File: src/spiee_pkg.sv
// Shared types and codes for the SPI EEPROM command sequencer.
// Depends on nothing; imported by spi_eeprom_command_sequencer.
`default_nettype none

package spiee_pkg;

    // EEPROM instruction set
    localparam logic [7:0] OP_WREN  = 8'h06;
    localparam logic [7:0] OP_WRDI  = 8'h04;
    localparam logic [7:0] OP_RDSR  = 8'h05;
    localparam logic [7:0] OP_READ  = 8'h03;
    localparam logic [7:0] OP_WRITE = 8'h02;
    localparam logic [7:0] OP_WRSR  = 8'h01;

    // Request codes on the input tuser
    typedef logic [2:0] req_t;
    localparam req_t REQ_WRITE     = 3'd0;
    localparam req_t REQ_READ      = 3'd1;
    localparam req_t REQ_WR_STATUS = 3'd2;
    localparam req_t REQ_RD_STATUS = 3'd3;
    localparam req_t REQ_SET_LATCH = 3'd4;
    localparam req_t REQ_CLR_LATCH = 3'd5;
    localparam req_t REQ_REPLY     = 3'd6;

    // Sequencer modes
    typedef logic [2:0] mode_t;
    localparam mode_t M_IDLE  = 3'd0;
    localparam mode_t M_POLL  = 3'd1;
    localparam mode_t M_WRUN  = 3'd2;
    localparam mode_t M_WGAP  = 3'd3;
    localparam mode_t M_RRUN  = 3'd4;
    localparam mode_t M_RNEXT = 3'd5;
    localparam mode_t M_STAT  = 3'd6;

    // Result kinds on the output tuser
    typedef logic [1:0] kind_t;
    localparam kind_t K_BUS  = 2'd0;
    localparam kind_t K_HOST = 2'd1;
    localparam kind_t K_ERR  = 2'd2;

    localparam int MAX_RESULTS = 5;

    typedef struct packed {
        kind_t      kind;
        logic [7:0] mosi_byte;
        logic       frame_end;
        logic       capture;
        logic [7:0] host_byte;
        logic       last_result;
    } result_t;

    function automatic result_t mk_res(kind_t k, logic [7:0] m, logic fe, logic cap,
                                       logic [7:0] h);
        result_t r;
        r.kind        = k;
        r.mosi_byte   = m;
        r.frame_end   = fe;
        r.capture     = cap;
        r.host_byte   = h;
        r.last_result = 1'b0;
        return r;
    endfunction

endpackage

`default_nettype wire

File: src/spi_eeprom_command_sequencer.sv
// Top level of the SPI EEPROM command sequencer: input register, sequencing logic
// and a five-entry result queue. Depends on spiee_pkg.
`default_nettype none

// Turns host requests and device reply bytes into SPI bus bytes (with chip-select
// framing and a capture flag) or host data. Write, read, write-status and
// clear-latch requests are preceded by RDSR polling until the busy bit clears;
// writes go out in chunks of CHUNK_BYTES, each re-polled and addressed on its own.
// Each input word is registered and decoded combinationally into one to five result
// words, and those are then shifted out one per cycle while m_tready is high. An
// input word thus takes as many output transfers as the results it causes (one to
// five); the result queue drain is what sets the rate. A new input word is taken
// while the previous one's last result is being delivered.
module spi_eeprom_command_sequencer
    import spiee_pkg::*;
#(
    parameter int CHUNK_BYTES = 32,
    parameter int ADDR_BITS   = 16
)(
    input  wire logic        clk,
    input  wire logic        rst_n,
    input  wire logic        s_tvalid,
    output      logic        s_tready,
    input  wire logic [23:0] s_tdata,   // address[15:0], data[23:16]
    input  wire logic [2:0]  s_tuser,   // req_type[2:0]
    input  wire logic        s_tlast,
    output      logic        m_tvalid,
    input  wire logic        m_tready,
    output      logic [23:0] m_tdata,   // mosi_byte[7:0], frame_end[8], capture[9],
                                        // host_byte[17:10], zero pad[23:18]
    output      logic [1:0]  m_tuser,   // kind[1:0]
    output      logic        m_tlast    // last_result
);

    localparam int CW = $clog2(CHUNK_BYTES + 1);
    localparam int AW = ADDR_BITS;

    // input register
    logic           in_valid_reg;
    req_t           in_type_reg;
    logic [AW-1:0]  in_addr_reg;
    logic [7:0]     in_data_reg;
    logic           in_last_reg;

    // sequencer state
    mode_t          seq_mode_reg, seq_mode_next;
    req_t           pending_op_reg, pending_op_next;
    logic [7:0]     pending_byte_reg, pending_byte_next;
    logic           pending_last_reg, pending_last_next;
    logic [CW-1:0]  chunk_count_reg, chunk_count_next;
    logic [AW-1:0]  next_address_reg, next_address_next;

    // result queue
    result_t        out_buf_reg [MAX_RESULTS];
    logic [2:0]     out_cnt_reg;

    result_t        res [MAX_RESULTS];
    logic [2:0]     n_v;
    logic           err;
    logic [15:0]    addr16;
    logic [CW-1:0]  cnt_plus;
    logic [7:0]     wd_byte;
    logic           wd_last;
    logic           out_free;
    logic           move;
    logic           pop;

    assign pop      = m_tvalid && m_tready;
    assign out_free = (out_cnt_reg == 3'd0) || (out_cnt_reg == 3'd1 && m_tready);
    assign move     = in_valid_reg && out_free;
    assign s_tready = !in_valid_reg || move;

    assign m_tvalid = (out_cnt_reg != 3'd0);
    assign m_tdata  = {6'b0, out_buf_reg[0].host_byte, out_buf_reg[0].capture,
                       out_buf_reg[0].frame_end, out_buf_reg[0].mosi_byte};
    assign m_tuser  = out_buf_reg[0].kind;
    assign m_tlast  = out_buf_reg[0].last_result;

    assign addr16   = 16'(next_address_reg);
    // chunk counter restarts at the first data byte of a chunk
    assign cnt_plus = ((seq_mode_reg == M_POLL) ? CW'(0) : chunk_count_reg) + CW'(1);
    assign wd_byte  = (seq_mode_reg == M_POLL) ? pending_byte_reg : in_data_reg;
    assign wd_last  = (seq_mode_reg == M_POLL) ? pending_last_reg : in_last_reg;

    always_comb
    begin
        seq_mode_next     = seq_mode_reg;
        pending_op_next   = pending_op_reg;
        pending_byte_next = pending_byte_reg;
        pending_last_next = pending_last_reg;
        chunk_count_next  = chunk_count_reg;
        next_address_next = next_address_reg;
        err               = 1'b0;
        n_v               = 3'd0;
        for (int i = 0; i < MAX_RESULTS; i++)
        begin
            res[i] = mk_res(K_ERR, 8'h00, 1'b0, 1'b0, 8'h00);
        end

        case (seq_mode_reg)
            M_IDLE:
            begin
                if (in_type_reg == REQ_WRITE || in_type_reg == REQ_READ ||
                    in_type_reg == REQ_WR_STATUS || in_type_reg == REQ_CLR_LATCH)
                begin
                    pending_op_next   = in_type_reg;
                    pending_byte_next = in_data_reg;
                    pending_last_next = in_last_reg;
                    if (in_type_reg == REQ_WRITE || in_type_reg == REQ_READ)
                    begin
                        next_address_next = in_addr_reg;
                    end
                    res[0]        = mk_res(K_BUS, OP_RDSR, 1'b0, 1'b0, 8'h00);
                    res[1]        = mk_res(K_BUS, 8'h00, 1'b1, 1'b1, 8'h00);
                    n_v           = 3'd2;
                    seq_mode_next = M_POLL;
                end
                else if (in_type_reg == REQ_RD_STATUS)
                begin
                    res[0]        = mk_res(K_BUS, OP_RDSR, 1'b0, 1'b0, 8'h00);
                    res[1]        = mk_res(K_BUS, 8'h00, 1'b1, 1'b1, 8'h00);
                    n_v           = 3'd2;
                    seq_mode_next = M_STAT;
                end
                else if (in_type_reg == REQ_SET_LATCH)
                begin
                    res[0] = mk_res(K_BUS, OP_WREN, 1'b1, 1'b0, 8'h00);
                    n_v    = 3'd1;
                end
                else
                begin
                    err = 1'b1;
                end
            end
            M_POLL:
            begin
                if (in_type_reg != REQ_REPLY)
                begin
                    err = 1'b1;
                end
                else if (in_data_reg[0])
                begin
                    // still busy: poll again
                    res[0] = mk_res(K_BUS, OP_RDSR, 1'b0, 1'b0, 8'h00);
                    res[1] = mk_res(K_BUS, 8'h00, 1'b1, 1'b1, 8'h00);
                    n_v    = 3'd2;
                end
                else
                begin
                    case (pending_op_reg)
                        REQ_WRITE:
                        begin
                            res[0] = mk_res(K_BUS, OP_WREN, 1'b1, 1'b0, 8'h00);
                            res[1] = mk_res(K_BUS, OP_WRITE, 1'b0, 1'b0, 8'h00);
                            res[2] = mk_res(K_BUS, addr16[15:8], 1'b0, 1'b0, 8'h00);
                            res[3] = mk_res(K_BUS, addr16[7:0], 1'b0, 1'b0, 8'h00);
                            res[4] = mk_res(K_BUS, wd_byte,
                                            wd_last || (cnt_plus >= CW'(CHUNK_BYTES)),
                                            1'b0, 8'h00);
                            n_v               = 3'd5;
                            chunk_count_next  = cnt_plus;
                            next_address_next = next_address_reg + AW'(1);
                            if (wd_last)
                                seq_mode_next = M_IDLE;
                            else if (cnt_plus >= CW'(CHUNK_BYTES))
                                seq_mode_next = M_WGAP;
                            else
                                seq_mode_next = M_WRUN;
                        end
                        REQ_READ:
                        begin
                            res[0] = mk_res(K_BUS, OP_READ, 1'b0, 1'b0, 8'h00);
                            res[1] = mk_res(K_BUS, addr16[15:8], 1'b0, 1'b0, 8'h00);
                            res[2] = mk_res(K_BUS, addr16[7:0], 1'b0, 1'b0, 8'h00);
                            res[3] = mk_res(K_BUS, 8'h00, pending_last_reg, 1'b1, 8'h00);
                            n_v           = 3'd4;
                            seq_mode_next = M_RRUN;
                        end
                        REQ_WR_STATUS:
                        begin
                            res[0] = mk_res(K_BUS, OP_WRSR, 1'b0, 1'b0, 8'h00);
                            res[1] = mk_res(K_BUS, pending_byte_reg, 1'b1, 1'b0, 8'h00);
                            n_v           = 3'd2;
                            seq_mode_next = M_IDLE;
                        end
                        default:
                        begin
                            res[0]        = mk_res(K_BUS, OP_WRDI, 1'b1, 1'b0, 8'h00);
                            n_v           = 3'd1;
                            seq_mode_next = M_IDLE;
                        end
                    endcase
                end
            end
            M_WRUN:
            begin
                if (in_type_reg == REQ_WRITE)
                begin
                    res[0] = mk_res(K_BUS, wd_byte,
                                    wd_last || (cnt_plus >= CW'(CHUNK_BYTES)), 1'b0, 8'h00);
                    n_v               = 3'd1;
                    chunk_count_next  = cnt_plus;
                    next_address_next = next_address_reg + AW'(1);
                    if (wd_last)
                        seq_mode_next = M_IDLE;
                    else if (cnt_plus >= CW'(CHUNK_BYTES))
                        seq_mode_next = M_WGAP;
                    else
                        seq_mode_next = M_WRUN;
                end
                else
                begin
                    err = 1'b1;
                end
            end
            M_WGAP:
            begin
                if (in_type_reg == REQ_WRITE)
                begin
                    pending_op_next   = REQ_WRITE;
                    pending_byte_next = in_data_reg;
                    pending_last_next = in_last_reg;
                    res[0]        = mk_res(K_BUS, OP_RDSR, 1'b0, 1'b0, 8'h00);
                    res[1]        = mk_res(K_BUS, 8'h00, 1'b1, 1'b1, 8'h00);
                    n_v           = 3'd2;
                    seq_mode_next = M_POLL;
                end
                else
                begin
                    err = 1'b1;
                end
            end
            M_RRUN:
            begin
                if (in_type_reg == REQ_REPLY)
                begin
                    res[0]        = mk_res(K_HOST, 8'h00, 1'b0, 1'b0, in_data_reg);
                    n_v           = 3'd1;
                    seq_mode_next = pending_last_reg ? M_IDLE : M_RNEXT;
                end
                else
                begin
                    err = 1'b1;
                end
            end
            M_RNEXT:
            begin
                if (in_type_reg == REQ_READ)
                begin
                    pending_last_next = in_last_reg;
                    res[0]        = mk_res(K_BUS, 8'h00, in_last_reg, 1'b1, 8'h00);
                    n_v           = 3'd1;
                    seq_mode_next = M_RRUN;
                end
                else
                begin
                    err = 1'b1;
                end
            end
            M_STAT:
            begin
                if (in_type_reg == REQ_REPLY)
                begin
                    res[0]        = mk_res(K_HOST, 8'h00, 1'b0, 1'b0, in_data_reg);
                    n_v           = 3'd1;
                    seq_mode_next = M_IDLE;
                end
                else
                begin
                    err = 1'b1;
                end
            end
            default:
            begin
                seq_mode_next = M_IDLE;
                err           = 1'b1;
            end
        endcase

        // an error is always the only result of its word
        if (err)
        begin
            res[0] = mk_res(K_ERR, 8'h00, 1'b0, 1'b0, 8'h00);
            n_v    = 3'd1;
        end
        res[n_v - 3'd1].last_result = 1'b1;
    end

    // control state
    always_ff @(posedge clk or negedge rst_n)
    begin
        if (!rst_n)
        begin
            in_valid_reg     <= 1'b0;
            out_cnt_reg      <= 3'd0;
            seq_mode_reg     <= M_IDLE;
            pending_op_reg   <= REQ_WRITE;
            pending_byte_reg <= 8'h00;
            pending_last_reg <= 1'b0;
            chunk_count_reg  <= '0;
            next_address_reg <= '0;
        end
        else
        begin
            if (s_tready)
                in_valid_reg <= s_tvalid;
            if (move)
            begin
                out_cnt_reg      <= n_v;
                seq_mode_reg     <= seq_mode_next;
                pending_op_reg   <= pending_op_next;
                pending_byte_reg <= pending_byte_next;
                pending_last_reg <= pending_last_next;
                chunk_count_reg  <= chunk_count_next;
                next_address_reg <= next_address_next;
            end
            else if (pop)
            begin
                out_cnt_reg <= out_cnt_reg - 3'd1;
            end
        end
    end

    // payload
    always_ff @(posedge clk)
    begin
        if (s_tready && s_tvalid)
        begin
            in_type_reg <= s_tuser;
            in_addr_reg <= s_tdata[AW-1:0];
            in_data_reg <= s_tdata[23:16];
            in_last_reg <= s_tlast;
        end
        if (move)
        begin
            for (int i = 0; i < MAX_RESULTS; i++)
            begin
                out_buf_reg[i] <= res[i];
            end
        end
        else if (pop)
        begin
            // advance the queue toward the output slot
            for (int i = 0; i < MAX_RESULTS - 1; i++)
            begin
                out_buf_reg[i] <= out_buf_reg[i + 1];
            end
        end
    end

endmodule

`default_nettype wire
File: config.mk
export PLATFORM = sky130hd
export DESIGN_NAME = spi_eeprom_command_sequencer
export DESIGN_NICKNAME = d
export VERILOG_FILES = /design/src/spiee_pkg.sv /design/src/spi_eeprom_command_sequencer.sv
export SDC_FILE = /design/constraint.sdc
export NUM_CORES = 1
export LEC_CHECK = 0
export BUFFER_PORTS_ARGS = -buffer_cell sky130_fd_sc_hd__buf_4
export CORE_AREA = 2 2 121 123
export DETAILED_ROUTE_END_ITERATION = 12
export DIE_AREA = 0 0 123 125
export MAX_ROUTING_LAYER = met4
export PLACE_DENSITY_LB_ADDON = 0.05
export SLEW_MARGIN = 20
export SYNTH_ARGS = -nofsm -noshare
export SYNTH_HDL_FRONTEND = slang
export SYNTH_SLANG_ARGS = --single-unit
export TNS_END_PERCENT = 1
File: constraint.sdc
create_clock -name clk -period 2.6 [get_ports clk]
set_input_delay 0 -clock clk [delete_from_list [all_inputs] [get_ports clk]]
set_output_delay 0 -clock clk [all_outputs]
set_load 0.02 [all_outputs]
==> results.toml <==
[final_layout]
fin_cells = 913
stdcell_area_mm2 = 0.00851
drive_above_1_share = 0.226
largest_reg_flops = 68
n_antenna_cell = 0
nets = 754
area_delta_synth_final_pct = 23.7

[floorplan]
rows = 44
die_h_um = 125
die_area_mm2 = 0.0154
initial_core_util = 0.485
die_x_um = 123
core_area_mm2 = 0.0142
ioPinCount = 61

[global_route]
grt_pass1_vias = 4931
overflow = 0
grt_first_pass_wirelength_um = 27600
grt_usage = 0.245
antenna_found_initial = 0
grt_max_degree = 56

[timing]
clock.fmax_mhz = 411
rsz0062_at_grt = "no"
fin_skew_ns = 0.00826
hold_viol_final = 0
fin_tns_setup_ns = 0
timing.final.crit_share = 0.937
setup_violations = 0
worst_pin_slew_ns = 0.727
drv_slew = 0
slew_headroom = 0.515
min_period_ns = 2.44

[synth]
synth-simple-area-share = 0.164
synth_fa_ha_area_frac = 0.0109
ys_types = 75
synth_cells = 623
synth_top_family_by_area = "simple AND/OR/NAND/NOR gates"
synth_xor_area_frac = 0.00382
synth_compound_area_frac = 0.156
ys.flop_type = "edfxtp_1"
synth_area_mm2 = 0.00688
muxShareOfSynthArea = 0.0354
synthArstFlopShare = 0.299
synth_seq_cells = 137
ys_warn_count = 0
synth_edf_count = 96
ys_seq_area_frac = 0.568
avgSynthCellArea_um2 = 11.0

[clocking]
clk_path_buf_depth = 2
cts-buffers-inserted = 17
cts_htree_levels = 4
clockRootBuffer = "clkbuf_16"
clk_pin_slew_ns = 0.06
cts_tree = "done"
cts.sinks = 137
clk_latency_ns = 0.43

[placement]
dp_hpwl_um = 12000
gp_congestion = 0.879
dpl.cell_count = 847
portBuffers = 54
place_area_mm2 = 0.00755

[drt]
routed_via_density = 5.69
num_vias = 5196
top_layer = "met4"
wl_met2_um = 7740
wl_met3_um = 954
drtPass1Iterations = 7
wl_met1_um = 8440
first_iter_violations = 488
drc = 0
routed_wl_um = 17500
wl_per_cell_um = 19.1
postRouteAntennaNets = 0

[worst_setup_path]
crit_start = "seq_mode_reg[2]$_DFFE_PN0P_"
critical_path_required_ns = 2.87
crit_fanout = 12
crit_type = "reg -> reg"
cp_data_arrival_time_ns = 2.71
end_kind = "flop"
r2r_start = "seq_mode_reg[2]$_DFFE_PN0P_"
startpoint_type = "flop"

[run]
cap_violations = 0

[power]
irDropWorstVdd_uv = 605
finalPower_mw = 9.50
p_per_area_mw_per_mm2 = 1120
leakage_nw = 3.47

[status]
status = "completed"

[worst_hold_path]
hp-class = "in -> async"
## worst max-delay path: stages (launching register included)
cell     delay, ns
dfrtp_1       0.53
or3b_1        0.46
nor3_1        0.27
a21oi_2       0.11
ha_1          0.21
xor2_1        0.18
or3b_1        0.37
o21ai_0       0.15
## routing by layer
metal	GRT usage	up-vias
li1	-	2459
met2	0.347	169
met1	0.356	2539
met5	-	-
met4	0.0702	0
met3	0.0570	29
## path summary, 6_finish.rpt
path,to,slack [ns],cells past startpoint
setup / recovery,out_buf_reg[0][21]$_DFFE_PP_,0.16,7
hold / removal,out_cnt_reg[2]$_DFFE_PN0P_,0.13,2
setup reg to reg,out_buf_reg[0][21]$_DFFE_PP_,0.16,7
hold reg to reg,chunk_count_reg[1]$_DFFE_PN0P_,0.51,1
max in group asynchronous,pending_byte_reg[5]$_DFFE_PN0P_,2.05,2
min in group clk,in_type_reg[2]$_DFFE_PP_,0.29,2
## cells in the final DEF (no fill, tap or decap), types with 5 or more instances in the layout
cell type,synthesis,routed
nor3_1,10,10
o22ai_1,7,7
a21oi_1,45,43
a22oi_1,8,8
o21ai_0,43,42
nand2_1,70,70
nand2b_1,9,9
edfxtp_1,96,96
o21ai_1,5,5
o21a_1,5,5
a221o_1,8,8
nor2b_1,5,5
conb_1,1,6
a21oi_2,3,5
and2_1,15,15
and3_1,8,8
dfrtp_1,41,41
inv_1,16,15
ha_1,6,6
nand3_1,20,20
buf_4,28,95
clkbuf_16,0,17
mux2_2,9,9
dlygate4sd3_1,0,31
mux2i_1,12,11
nor2_1,36,34
o31ai_1,7,7
a2bb2oi_1,5,5
## kinds of logic after synthesis
| logic type | after synthesis |
|---|---|
| AND/OR/NAND/NOR | 209 |
| XOR/XNOR | 3 |
| multiplexers | 23 |
| flip-flops | 137 |
| other | 1 |
| adder cells (fa/ha/maj) | 6 |
| AO/OA/AOI/OAI | 166 |
| buffers and inverters | 78 |
## repair_timing
item	CTS	global route
endpoints found under the hold margin	71	0
setup buffers	0	3
hold buffers	31	0
resized for setup	0	4
setup endpoints to repair	0	4
## layout make-up
type | count | area, µm²
flip-flops and latches | 137 | 3910
inverters | 17 | 67.6
clock inverters | 9 | 149
multi-input cells | 413 | 2600
fillers | 1158 | 5690
clock buffers | 23 | 468
repair buffers | 130 | 1090
well taps | 184 | 230
## power by group
part           leakage, nW  total [mW]  switching [mW]  internal, mW
Sequential            1.49        3.75           0.445          3.31
Combinational         1.68        3.20            1.94          1.26
Clock                0.305        2.54           0.893          1.65
## through the flow
step           setup WS, ns   util  hold slack (ns)
6_report              0.164  0.599            0.127
5_1_grt              0.0154  0.599            0.183
4_1_cts              0.0693  0.597            0.154
3_5_place_dp         0.0916  0.532           0.0547
3_3_place_gp          0.158  0.532           0.0607
2_1_floorplan        0.0383      -           -0.296
## synthesized netlist by cell type (3+ instances only)
cell	instances	area [µm²]
mux2_2	9	101
a31oi_1	4	25.0
nor3_4	3	48.8
nor2_1	36	135
o21a_1	5	37.5
or3_1	4	25.0
nand3_1	20	100
nand2b_1	9	56.3
nor3_1	10	50.1
a22o_1	4	35.0
nand2_1	70	263
a21oi_1	45	225
buf_2	19	95.1
a2bb2oi_1	5	43.8
nand4_1	4	25.0
inv_1	16	60.1
a21oi_2	3	26.3
nor2b_1	5	31.3
a22oi_1	8	60.1
a221o_1	8	80.1
edfxtp_1	96	2880
o31ai_1	7	52.6
and3_1	8	50.1
nor4_1	4	25.0
o21ai_1	5	25.0
o21ai_0	43	215
clkbuf_1	13	48.8
ha_1	6	75.1
mux2i_1	12	120
buf_4	28	210
o22ai_1	7	43.8
o22a_1	3	26.3
and2_1	15	93.8
dfrtp_1	41	1030
Power figures use the tool's default switching activity.
